$ cat config.mk
export PLATFORM = sky130hd
export DESIGN_NAME = sorted_table_binary_search
export DESIGN_NICKNAME = d
export VERILOG_FILES = /design/src/hw/rtl/stbs_pkg.sv /design/src/hw/rtl/stbs_ctrl.sv /design/src/hw/rtl/stbs_datapath.sv /design/src/hw/rtl/sorted_table_binary_search.sv
export SDC_FILE = /design/constraint.sdc
export NUM_CORES = 2
export LEC_CHECK = 0
export BUFFER_PORTS_ARGS = -buffer_cell sky130_fd_sc_hd__buf_2
export CAP_MARGIN = 25
export CORE_UTILIZATION = 65
export DETAILED_ROUTE_END_ITERATION = 16
export PLACE_DENSITY = 0.81
export SYNTH_ARGS = -nofsm -noshare
export SYNTH_HDL_FRONTEND = slang
export SYNTH_SLANG_ARGS = --single-unit
$ cat constraint.sdc
create_clock -name clk_i -period 12.35 [get_ports clk_i]
set_input_delay 1.8525 -clock clk_i [delete_from_list [all_inputs] [get_ports clk_i]]
set_output_delay 1.8525 -clock clk_i [all_outputs]
set_load 0.02 [all_outputs]
$ cat src/hw/rtl/stbs_pkg.sv
// ----------------------------------------------------------------------------
// stbs_pkg
// Shared widths, item codes and controller/datapath interface types for the
// sorted table binary search block.
// ----------------------------------------------------------------------------
package stbs_pkg;

  localparam int unsigned CFG_W      = 7;   // entry_count register
  localparam int unsigned SLOT_W     = 6;
  localparam int unsigned IN_VALUE_W = 32;
  localparam int unsigned POS_W      = 6;

  localparam logic MODE_LOAD   = 1'b0;
  localparam logic MODE_SEARCH = 1'b1;

  // controller -> datapath
  typedef struct packed {
    logic load;      // write the input value into its slot
    logic start;     // begin a search: set bounds, latch key, issue first read
    logic step;      // compare the probed entry and narrow the interval
    logic load_out;  // move the result into the output register
  } stbs_cmd_t;

  // datapath -> controller
  typedef struct packed {
    logic more;   // another probe follows
  } stbs_sts_t;

endpackage

$ cat src/hw/rtl/stbs_ctrl.sv
// ----------------------------------------------------------------------------
// stbs_ctrl
// Sequencer for load and search items; owns the handshakes and the output
// valid flag.
// ----------------------------------------------------------------------------
module stbs_ctrl import stbs_pkg::*; (
  input  logic      clk_i,
  input  logic      rst_ni,
  input  logic      in_valid_i,
  input  logic      mode_i,
  output logic      in_ready_o,
  output logic      out_valid_o,
  input  logic      out_ready_i,
  input  stbs_sts_t sts_i,
  output stbs_cmd_t cmd_o
);

  localparam logic [1:0] ST_IDLE   = 2'd0;
  localparam logic [1:0] ST_SEARCH = 2'd1;
  localparam logic [1:0] ST_FINISH = 2'd2;

  logic [1:0] state_q, state_d;
  logic       out_valid_q, out_valid_d;
  logic       out_free;
  logic       in_xfer;

  assign in_ready_o = (state_q == ST_IDLE);
  assign in_xfer    = in_valid_i && in_ready_o;
  assign out_free   = !out_valid_q || out_ready_i;

  always_comb begin
    state_d = state_q;
    cmd_o   = '0;
    unique case (state_q)
      ST_IDLE: begin
        if (in_xfer) begin
          if (mode_i == MODE_SEARCH) begin
            cmd_o.start = 1'b1;
            state_d     = sts_i.more ? ST_SEARCH : ST_FINISH;
          end else begin
            cmd_o.load = 1'b1;
          end
        end
      end
      ST_SEARCH: begin
        cmd_o.step = 1'b1;
        if (!sts_i.more) begin
          state_d = ST_FINISH;
        end
      end
      ST_FINISH: begin
        if (out_free) begin
          cmd_o.load_out = 1'b1;
          state_d        = ST_IDLE;
        end
      end
      default: begin
        state_d = ST_IDLE;
      end
    endcase
  end

  always_comb begin
    out_valid_d = out_valid_q;
    if (cmd_o.load_out) begin
      out_valid_d = 1'b1;
    end else if (out_ready_i) begin
      out_valid_d = 1'b0;
    end
  end

  always_ff @(posedge clk_i or negedge rst_ni) begin
    if (!rst_ni) begin
      state_q     <= ST_IDLE;
      out_valid_q <= 1'b0;
    end else begin
      state_q     <= state_d;
      out_valid_q <= out_valid_d;
    end
  end

  assign out_valid_o = out_valid_q;

  // a pending result must never be overwritten
  assert property (@(posedge clk_i) disable iff (!rst_ni)
    out_valid_q && !out_ready_i |-> !cmd_o.load_out)
    else $error("stbs_ctrl: output register overwritten while stalled");

  // searching is only entered from idle
  assert property (@(posedge clk_i) disable iff (!rst_ni)
    $rose(state_q == ST_SEARCH) |-> $past(state_q) == ST_IDLE)
    else $error("stbs_ctrl: search entered from wrong state");

  // a search always finishes through the result stage before idling
  assert property (@(posedge clk_i) disable iff (!rst_ni)
    state_q == ST_SEARCH && !sts_i.more |=> state_q == ST_FINISH)
    else $error("stbs_ctrl: search ended without result stage");

endmodule

$ cat src/hw/rtl/stbs_datapath.sv
// ----------------------------------------------------------------------------
// stbs_datapath
// Table memory, entry count register, search interval and key registers,
// probe compare and output payload register.
// ----------------------------------------------------------------------------
module stbs_datapath import stbs_pkg::*; #(
  parameter int unsigned TABLE_ENTRIES = 64,
  parameter int unsigned VALUE_BITS    = 32
) (
  input  logic                         clk_i,
  input  logic                         rst_ni,
  input  logic                         cfg_we_i,
  input  logic [CFG_W-1:0]             cfg_wdata_i,
  input  logic [SLOT_W-1:0]            slot_i,
  input  logic signed [IN_VALUE_W-1:0] value_i,
  input  stbs_cmd_t                    cmd_i,
  output stbs_sts_t                    sts_o,
  output logic                         found_o,
  output logic [POS_W-1:0]             position_o
);

  localparam int unsigned IDX_W = (TABLE_ENTRIES > 1) ? $clog2(TABLE_ENTRIES) : 1;
  localparam int unsigned CNT_W = $clog2(TABLE_ENTRIES + 1);
  localparam int unsigned SUM_W = CNT_W + 1;

  logic [VALUE_BITS-1:0] mem [TABLE_ENTRIES];

  logic [CFG_W-1:0]      entry_count_q;
  logic [VALUE_BITS-1:0] key_q, key_d;
  logic [VALUE_BITS-1:0] rd_data_q;
  logic [CNT_W-1:0]      low_q, hi_q, low_n, hi_n;  // interval is [low, hi)
  logic [IDX_W-1:0]      mid_q, mid_n;
  logic                  found_q;
  logic [POS_W-1:0]      pos_q;
  logic                  out_found_q;
  logic [POS_W-1:0]      out_position_q;

  logic [31:0]           cnt_wide;
  logic [CNT_W-1:0]      count;
  logic [SUM_W-1:0]      mid_sum;
  logic                  gt, lt, eq;
  logic                  advance;
  logic                  wr_en;

  // counts above the table size saturate
  assign cnt_wide = (32'(entry_count_q) > TABLE_ENTRIES) ? 32'(TABLE_ENTRIES)
                                                        : 32'(entry_count_q);
  assign count    = cnt_wide[CNT_W-1:0];

  assign key_d = VALUE_BITS'($signed(value_i));

  assign gt = $signed(key_q) > $signed(rd_data_q);
  assign lt = $signed(key_q) < $signed(rd_data_q);
  assign eq = !gt && !lt;

  always_comb begin
    low_n = low_q;
    hi_n  = hi_q;
    if (cmd_i.start) begin
      low_n = '0;
      hi_n  = count;
    end else if (gt) begin
      low_n = CNT_W'(mid_q) + CNT_W'(1);
    end else if (lt) begin
      hi_n = CNT_W'(mid_q);
    end
  end

  // floor((low + high) / 2) with high = hi - 1
  assign mid_sum = SUM_W'(low_n) + SUM_W'(hi_n) - SUM_W'(1);
  assign mid_n   = IDX_W'(mid_sum[SUM_W-1:1]);

  assign sts_o.more  = (low_n < hi_n) && (cmd_i.start || !eq);

  assign advance = (cmd_i.start || cmd_i.step) && sts_o.more;
  assign wr_en   = cmd_i.load && (32'(slot_i) < TABLE_ENTRIES);

  always_ff @(posedge clk_i) begin
    if (wr_en) begin
      mem[IDX_W'(slot_i)] <= key_d;
    end
  end

  always_ff @(posedge clk_i) begin
    if (advance) begin
      rd_data_q <= mem[mid_n];
    end
  end

  always_ff @(posedge clk_i or negedge rst_ni) begin
    if (!rst_ni) begin
      entry_count_q <= '0;
    end else if (cfg_we_i) begin
      entry_count_q <= cfg_wdata_i;
    end
  end

  always_ff @(posedge clk_i) begin
    if (advance) begin
      low_q <= low_n;
      hi_q  <= hi_n;
      mid_q <= mid_n;
    end
    if (cmd_i.start) begin
      key_q   <= key_d;
      found_q <= 1'b0;
      pos_q   <= '0;
    end else if (cmd_i.step) begin
      found_q <= eq;
      pos_q   <= eq ? POS_W'(mid_q) : '0;
    end
    if (cmd_i.load_out) begin
      out_found_q    <= found_q;
      out_position_q <= pos_q;
    end
  end

  assign found_o    = out_found_q;
  assign position_o = out_position_q;

  // each probe works on a nonempty interval
  assert property (@(posedge clk_i) disable iff (!rst_ni)
    cmd_i.step |-> low_q < hi_q)
    else $error("stbs_datapath: probe on empty interval");

  // the probed slot lies inside the interval
  assert property (@(posedge clk_i) disable iff (!rst_ni)
    cmd_i.step |-> (CNT_W'(mid_q) >= low_q) && (CNT_W'(mid_q) < hi_q))
    else $error("stbs_datapath: midpoint outside interval");

  // a mismatching search reports position zero
  assert property (@(posedge clk_i) disable iff (!rst_ni)
    cmd_i.step && !eq |=> !found_q && pos_q == '0)
    else $error("stbs_datapath: not-found result with nonzero position");

endmodule

$ cat src/hw/rtl/sorted_table_binary_search.sv
// ----------------------------------------------------------------------------
// sorted_table_binary_search
// Sorted signed table with per-slot loads and binary search lookups.
// ----------------------------------------------------------------------------
// Load: no result; the next item is taken the cycle after.
// Search: P probes, P <= floor(log2(count)) + 1 (7 for 64 entries); the result
//   moves to the output register once it is free; no item is taken before then.
// Each probe is one registered table read plus a compare that also forms the next midpoint.
// Reset clears the controller, output valid and entry_count; table contents are
// undefined until loaded.
// ----------------------------------------------------------------------------
module sorted_table_binary_search import stbs_pkg::*; #(
  parameter int unsigned TABLE_ENTRIES = 64,
  parameter int unsigned VALUE_BITS    = 32
) (
  input  logic                         clk_i,
  input  logic                         rst_ni,
  input  logic                         cfg_we_i,
  input  logic [CFG_W-1:0]             cfg_wdata_i,
  input  logic                         in_valid_i,
  output logic                         in_ready_o,
  input  logic                         mode_i,
  input  logic [SLOT_W-1:0]            slot_i,
  input  logic signed [IN_VALUE_W-1:0] value_i,
  output logic                         out_valid_o,
  input  logic                         out_ready_i,
  output logic                         found_o,
  output logic [POS_W-1:0]             position_o
);

  stbs_cmd_t cmd;
  stbs_sts_t sts;

  stbs_ctrl u_ctrl (
    .clk_i       (clk_i),
    .rst_ni      (rst_ni),
    .in_valid_i  (in_valid_i),
    .mode_i      (mode_i),
    .in_ready_o  (in_ready_o),
    .out_valid_o (out_valid_o),
    .out_ready_i (out_ready_i),
    .sts_i       (sts),
    .cmd_o       (cmd)
  );

  stbs_datapath #(
    .TABLE_ENTRIES (TABLE_ENTRIES),
    .VALUE_BITS    (VALUE_BITS)
  ) u_datapath (
    .clk_i       (clk_i),
    .rst_ni      (rst_ni),
    .cfg_we_i    (cfg_we_i),
    .cfg_wdata_i (cfg_wdata_i),
    .slot_i      (slot_i),
    .value_i     (value_i),
    .cmd_i       (cmd),
    .sts_o       (sts),
    .found_o     (found_o),
    .position_o  (position_o)
  );

endmodule
### Word level (Yosys, flattened, before mapping)

Memories as Yosys holds them, arrays and structs flattened. A register that Yosys moved wholly into a read port is not among the register bits.
Index checks and enable logic that the tools add are counted.

* register bits: 76
* bits in latches: 0
* RAM bits: 2048
* ROM bits: 0
* bits of input ports: 51
* output and inout bits: 9
* logic and storage cells: 63
* memories kept: 1

Memories
* u_datapath.mem: words 64, bits a word 32, rd ports 1, clocked after Yosys merged registers in 1, wr ports 1, RTL line stbs_datapath.sv:26 `logic [VALUE_BITS-1:0] mem [TABLE_ENTRIES];`

* add/subtract/negate cells: 3
* multiply operators: 0
* div/mod/pow operators: 0
* magnitude comparators: 4
* eq/ne operators: 6
* shift operators: 0
* multiplexer cells: 24
* bitwise operators: 0
* reductions and logical operators: 14

Operators by type and width (number)
* two-way mux 7 bit: 6
* > comparator 32 bit: 1
* < comparator 32 bit: 1
* two-way mux 2 bit: 7
* two-way mux 1 bit: 9
* adder 6 x 1 -> 7 bit, second input constant: 1
* adder 7 bit: 1
* > comparator 7 bit, second input constant: 1
* < comparator 7 bit: 1
* subtractor 7 x 1 -> 7 bit, second input constant: 1
* two-way mux 6 bit: 1
* inequality test 2 bit, second input constant: 3
* case mux 2 bit (3 select lines): 1
* logical AND 1 bit: 4
* zero test 1 bit: 4
* AND reduction 4 bit: 1
* logical OR 1 bit: 3
* == test 2 x 1 -> 1 bit, second input constant: 1
* == test 2 bit, second input constant: 1
* zero test 2 bit: 1
* inequality test 2 x 1 -> 1 bit, second input constant: 1
* nonzero test 2 bit: 1

### Depth between registers and ports, before layout

* depth in word-level cells: 11
* mapped depth: 26

### Hierarchy

A second synthesis with hierarchy kept.

* cell total of the unflattened synthesis: 3341
* area, all modules: 82740.6 sq um

By module, submodules not included
* stbs_datapath: instances 1, cells an instance 3326, area each 82586.7 sq um, sequential area each 64546.9 sq um
* stbs_ctrl: instances 1, cells an instance 15, area each 153.9 sq um, sequential area each 75.1 sq um

### Worst setup path after synthesis

No wires, ideal clock.

* kind: input to register
* start: input mode_i
* end: register u_datapath.rd_data_q[10] (read register of u_datapath.mem), data pin
* library setup time: 270 ps
* arrival time: 6371 ps
* data required time: 12080 ps
* setup slack: 5709 ps
* stages on the path: 16
* buffers on the path: 5
* cell sequence: nand3_1 > clkinv_1 > clkbuf_1 > nor2_1 > ha_1 > ha_1 > ha_1 > clkbuf_1 > buf_2 > buf_1 > clkbuf_1 > mux4_2 > a211oi_1 > a31oi_1 > a21oi_1 > a21oi_1

RTL lines
* start: declaration: RTL line sorted_table_binary_search.sv:22 `input logic mode_i,`
* end: declaration: RTL line stbs_datapath.sv:30 `logic [VALUE_BITS-1:0] rd_data_q;`

### Worst setup path in the final report

* start: register u_datapath.rd_data_q[23] (read register of u_datapath.mem)
* end: register u_datapath.rd_data_q[8] (read register of u_datapath.mem), data pin

RTL lines
* > comparator 32 bit: RTL line stbs_datapath.sv:52 `assign gt = $signed(key_q) > $signed(rd_data_q);`
* two-way mux 7 bit: RTL line stbs_datapath.sv:62 `end else if (gt) begin`
* two-way mux 7 bit: RTL line stbs_datapath.sv:59 `if (cmd_i.start) begin`
* net u_datapath.low_n[1]: RTL line stbs_datapath.sv:31 `logic [CNT_W-1:0] low_q, hi_q, low_n, hi_n;`
* adder 7 bit: RTL line stbs_datapath.sv:70 `assign mid_sum = SUM_W'(low_n) + SUM_W'(hi_n) - SUM_W'(1);`
* subtractor 7 x 1 -> 7 bit: RTL line stbs_datapath.sv:70
* net u_datapath.mid_sum[1]: RTL line stbs_datapath.sv:40 `logic [SUM_W-1:0] mid_sum;`

The timed path passes the listed nets, and every way through them passes these cells.
A chain may end at the register's enable or synchronous reset.

==> summary.md <==
| Metric | Value |
|---|---|
| Crit-path max FO | 34 |
| Post-synthesis adder-cell area fraction | 0.746% |
| Status | finished, final reports clean |
| Critical path's largest stage delay | 0.79 ns |
| Final Max Tran Viols | 0 |
| WP data required | 12.92 ns |
| Initial core utilization | 65.5% |
| WP data arrival | 8.37 ns |
| DRT iter0 DRCs | 6926 |
| Critical Path Start Type | flip-flop |
| H-tree lvl count | 4 |
| Min-delay worst type | reg2reg |
| Post-Synth XOR/XNOR Area | 0.105% |
| First-pass iteration count of the detailed router | 8 |
| Cts bufs inserted | 199 |
| Post-route DRC | 0 |
| First-pass GRT wire length | 305000 um |
| Synth-to-layout area growth | 11.9% |
| Hold Buf Count CTS | 0 |
| Max Root-Sink Buffers | 3 |
| Final setup violating endpoints | 0 |
| Initial antenna violation count | 13 |
| Worst setup margin | 4.55 ns |
| Yosys warns | 0 |
| Slowest-stage cell, CP | ha_4 |
| CP startpoint | u_datapath.rd_data_q[23]$_DFFE_PP_ |
| Seq/Total Area, Yosys | 77.2% |
| Worst setup EP type | flip-flop |
| CTS Root Cell | clkbuf_16 |
| I/O Buffers | 59 |
| Clock-pin slew on the worst setup and hold paths | 0.07 ns |
| GRT Util Overall | 33.2% |
| Pre-CTS setup slack | 4.12 ns |
| Yosys cell types | 59 |
| RSZ-0062 raised after global routing | no |
| Full die area | 130000 um2 |
| Mux contribution to synthesized area | 14.0% |
| Die Ht | 361 um |
| Most frequent cells in the layout | 2139 x edfxtp_1, 512 x mux4_2, 281 x nand2_1 |
| Post-synthesis cell count | 3995 |
| Core Rows | 131 |
| EDFF count, synth | 2139 |
| Largest family of logic cells by synthesized area | multiplexers |
| Vias | 43500 |
| CP Class | reg2reg |
| Final hold violations | 0 |
| Final #Nets | 4260 |
| Die extent in x | 361 um |
| Layout Skew | 0.0403 ns |
| I/O Pins | 60 |
| Worst-Skew Late Latency | 0.83 ns |
| Crit path time final | 7.80 ns |
| CP bufs+invs | 4 |
| Post-synthesis simple-gate area fraction | 2.95% |
| Headroom to the max-slew limit | 32.8% |
| Wire length per cell | 35.8 um |
| Vias in the first global route | 44200 |
| # fillers | 6568 |
| Post-synthesis compound-gate area fraction | 3.56% |
| Hold path start | u_datapath.pos_q[2]$_SDFFE_PP0P_ |
| Ratio of cells with drive above 1 in the final layout | 24.9% |
| Reg-to-Reg Start | u_datapath.rd_data_q[23]$_DFFE_PP_ |
| CTS tree | built |
| Post-CTS Repair Setup Buffers | 0 |
| Setup TNS | 0 ns |
| Core ar. | 128000 um2 |
| Top Family by Delay on Critical Path | compound AO/OA/AOI/OAI gates |
| Final Cycle Share | 63.2% |
| Post-synthesis async set-or-reset flop share | 0.464% |
| Routed wire length | 214000 um |
| Top_reg_cell synth | edfxtp_1 |
| Post-Syn Area | 83700 um2 |
| Commonest non-fill, non-tap cell in the layout | edfxtp_1 |
| Routed Antenna Nets | 0 |
| GRT overflow | 0 |
| Final HPWL DP | 103000 um |
| Worst-margin pin slew | 1.01 ns |
| CP Cell Sequence | inv_1 > ha_1 > and4_2 > nand2_1 > nor4_1 > inv_1 > o21ai_2 > o21a_1 > mux2i_1 > nor2_1 > ha_1 > ha_4 > buf_4 > buf_4 > mux4_2 > and2_0 > a211oi_1 > a311oi_1 > a21oi_1 > a21oi_1 |
| Synth Net Count | 4095 |
| Clk sinks | 2156 |
| Average size of a mapped cell | 20.9 um2 |
| Post_cts resized | 0 |
| Hold_ws | 0.435 ns |
| Max cap viols | 0 |
| Routability cong. | 0.828 |
| Routed vias/inst | 7.26 |
| FMAX | 0.128 GHz |
| Seq cells post-synth | 2156 |
| Largest net degree at the start of global routing | 126 |
## metal layers
layer	global-route usage, %	share of wire [%]	routed length [um]	vias up
li1	-	-	-	16900
met1	45.5	34	73800	22300
met2	51.1	48	102000	3679
met3	8.81	13	28100	627
met4	14.8	4.7	10100	6
met5	0	0.019	40	-
## logic make-up (layout without fill, tap and decap cells)
group | after synthesis | in the layout
adder cells (fa/ha/maj) | 50 | 50
other | 0 | 9
flip-flops | 2156 | 2156
buffers and inverters | 290 | 607
AND/OR/NAND/NOR | 540 | 540
AO/OA/AOI/OAI | 419 | 419
multiplexers | 530 | 530
XOR/XNOR | 10 | 10
## cell type report
class	count	area, um2	share of cell area (%)
Timing Repair Buffer	194	1810	1.94
Clock buffer	238	5210	5.57
Inverter	60	233	0.249
Sequential cell	2156	64600	69.0
Clock inverter	115	1220	1.31
Multi-Input combinational cell	1549	18400	19.7
Antenna cell	9	22.5	0.0241
Tap cell	1662	2080	2.22
## metrics by stage
step	area (um2)	cells	util, %
finish	93600	5983	73.3
global route	93600	5977	73.3
CTS	93100	5952	72.9
detailed placement	86700	5599	67.9
global placement	86600	5592	67.8
floorplan	83700	3995	-
## path summary, 6_finish.rpt
kind	end	slack [ns]	depth (start not counted)
worst max register to register	u_datapath.rd_data_q[8]$_DFFE_PP_	4.55	20
worst max-delay path	u_datapath.rd_data_q[8]$_DFFE_PP_	4.55	20
worst min-delay path	u_datapath.position_o[2]$_DFFE_PP_	0.44	0
max in group asynchronous	u_datapath.entry_count_q[5]$_DFFE_PN0P_	11.30	1
min in group asynchronous	u_datapath.entry_count_q[3]$_DFFE_PN0P_	0.87	1
worst min register to register	u_datapath.position_o[2]$_DFFE_PP_	0.44	0
## Yosys cell counts (2+ instances only)
master	count	area, um2
and2_1	93	582
mux2_4	2	30.0
mux4_2	512	11500
a31oi_1	66	413
a22o_1	6	52.6
nor2b_1	3	18.8
buf_2	47	235
dfrtp_1	10	250
mux2i_1	9	90.1
a211oi_1	162	1220
a311oi_1	64	561
buf_4	6	45.0
nand3b_1	4	30.0
and2_0	39	244
o21a_1	7	52.6
a21oi_1	78	390
nand3_1	17	85.1
ha_1	49	613
clkbuf_1	153	574
nor3_1	3	15.0
nand4_1	3	18.8
a2bb2oi_1	2	17.5
edfxtp_1	2139	64200
inv_1	59	221
nand2b_1	4	25.0
dfxtp_1	7	140
mux2_2	7	78.8
nand2_1	281	1050
xnor2_1	10	87.6
nor2_1	80	300
nor4_1	3	18.8
o311a_1	2	20.0
o21bai_1	2	15.0
o211ai_1	2	15.0
o21ai_0	11	55.1
a21o_1	8	60.1
buf_1	23	86.3
## state kept, by name, summed over array words and instances, names as in the netlist
signal / flops
u_datapath.key_q: 32
u_datapath.pos_q: 6
u_datapath.mem: 2048
u_datapath.position_o: 6
u_datapath.rd_data_q: 32
u_ctrl.state_q: 2
u_datapath.found_o: 1
u_datapath.entry_count_q: 7
u_ctrl.out_valid_o: 1
u_datapath.found_q: 1
u_datapath.hi_q: 7
u_datapath.mid_q: 6
u_datapath.low_q: 7
Power is left out: the tool's default activity adds up to more than one toggle a clock period on the data nets, which glitch-free logic cannot reach.
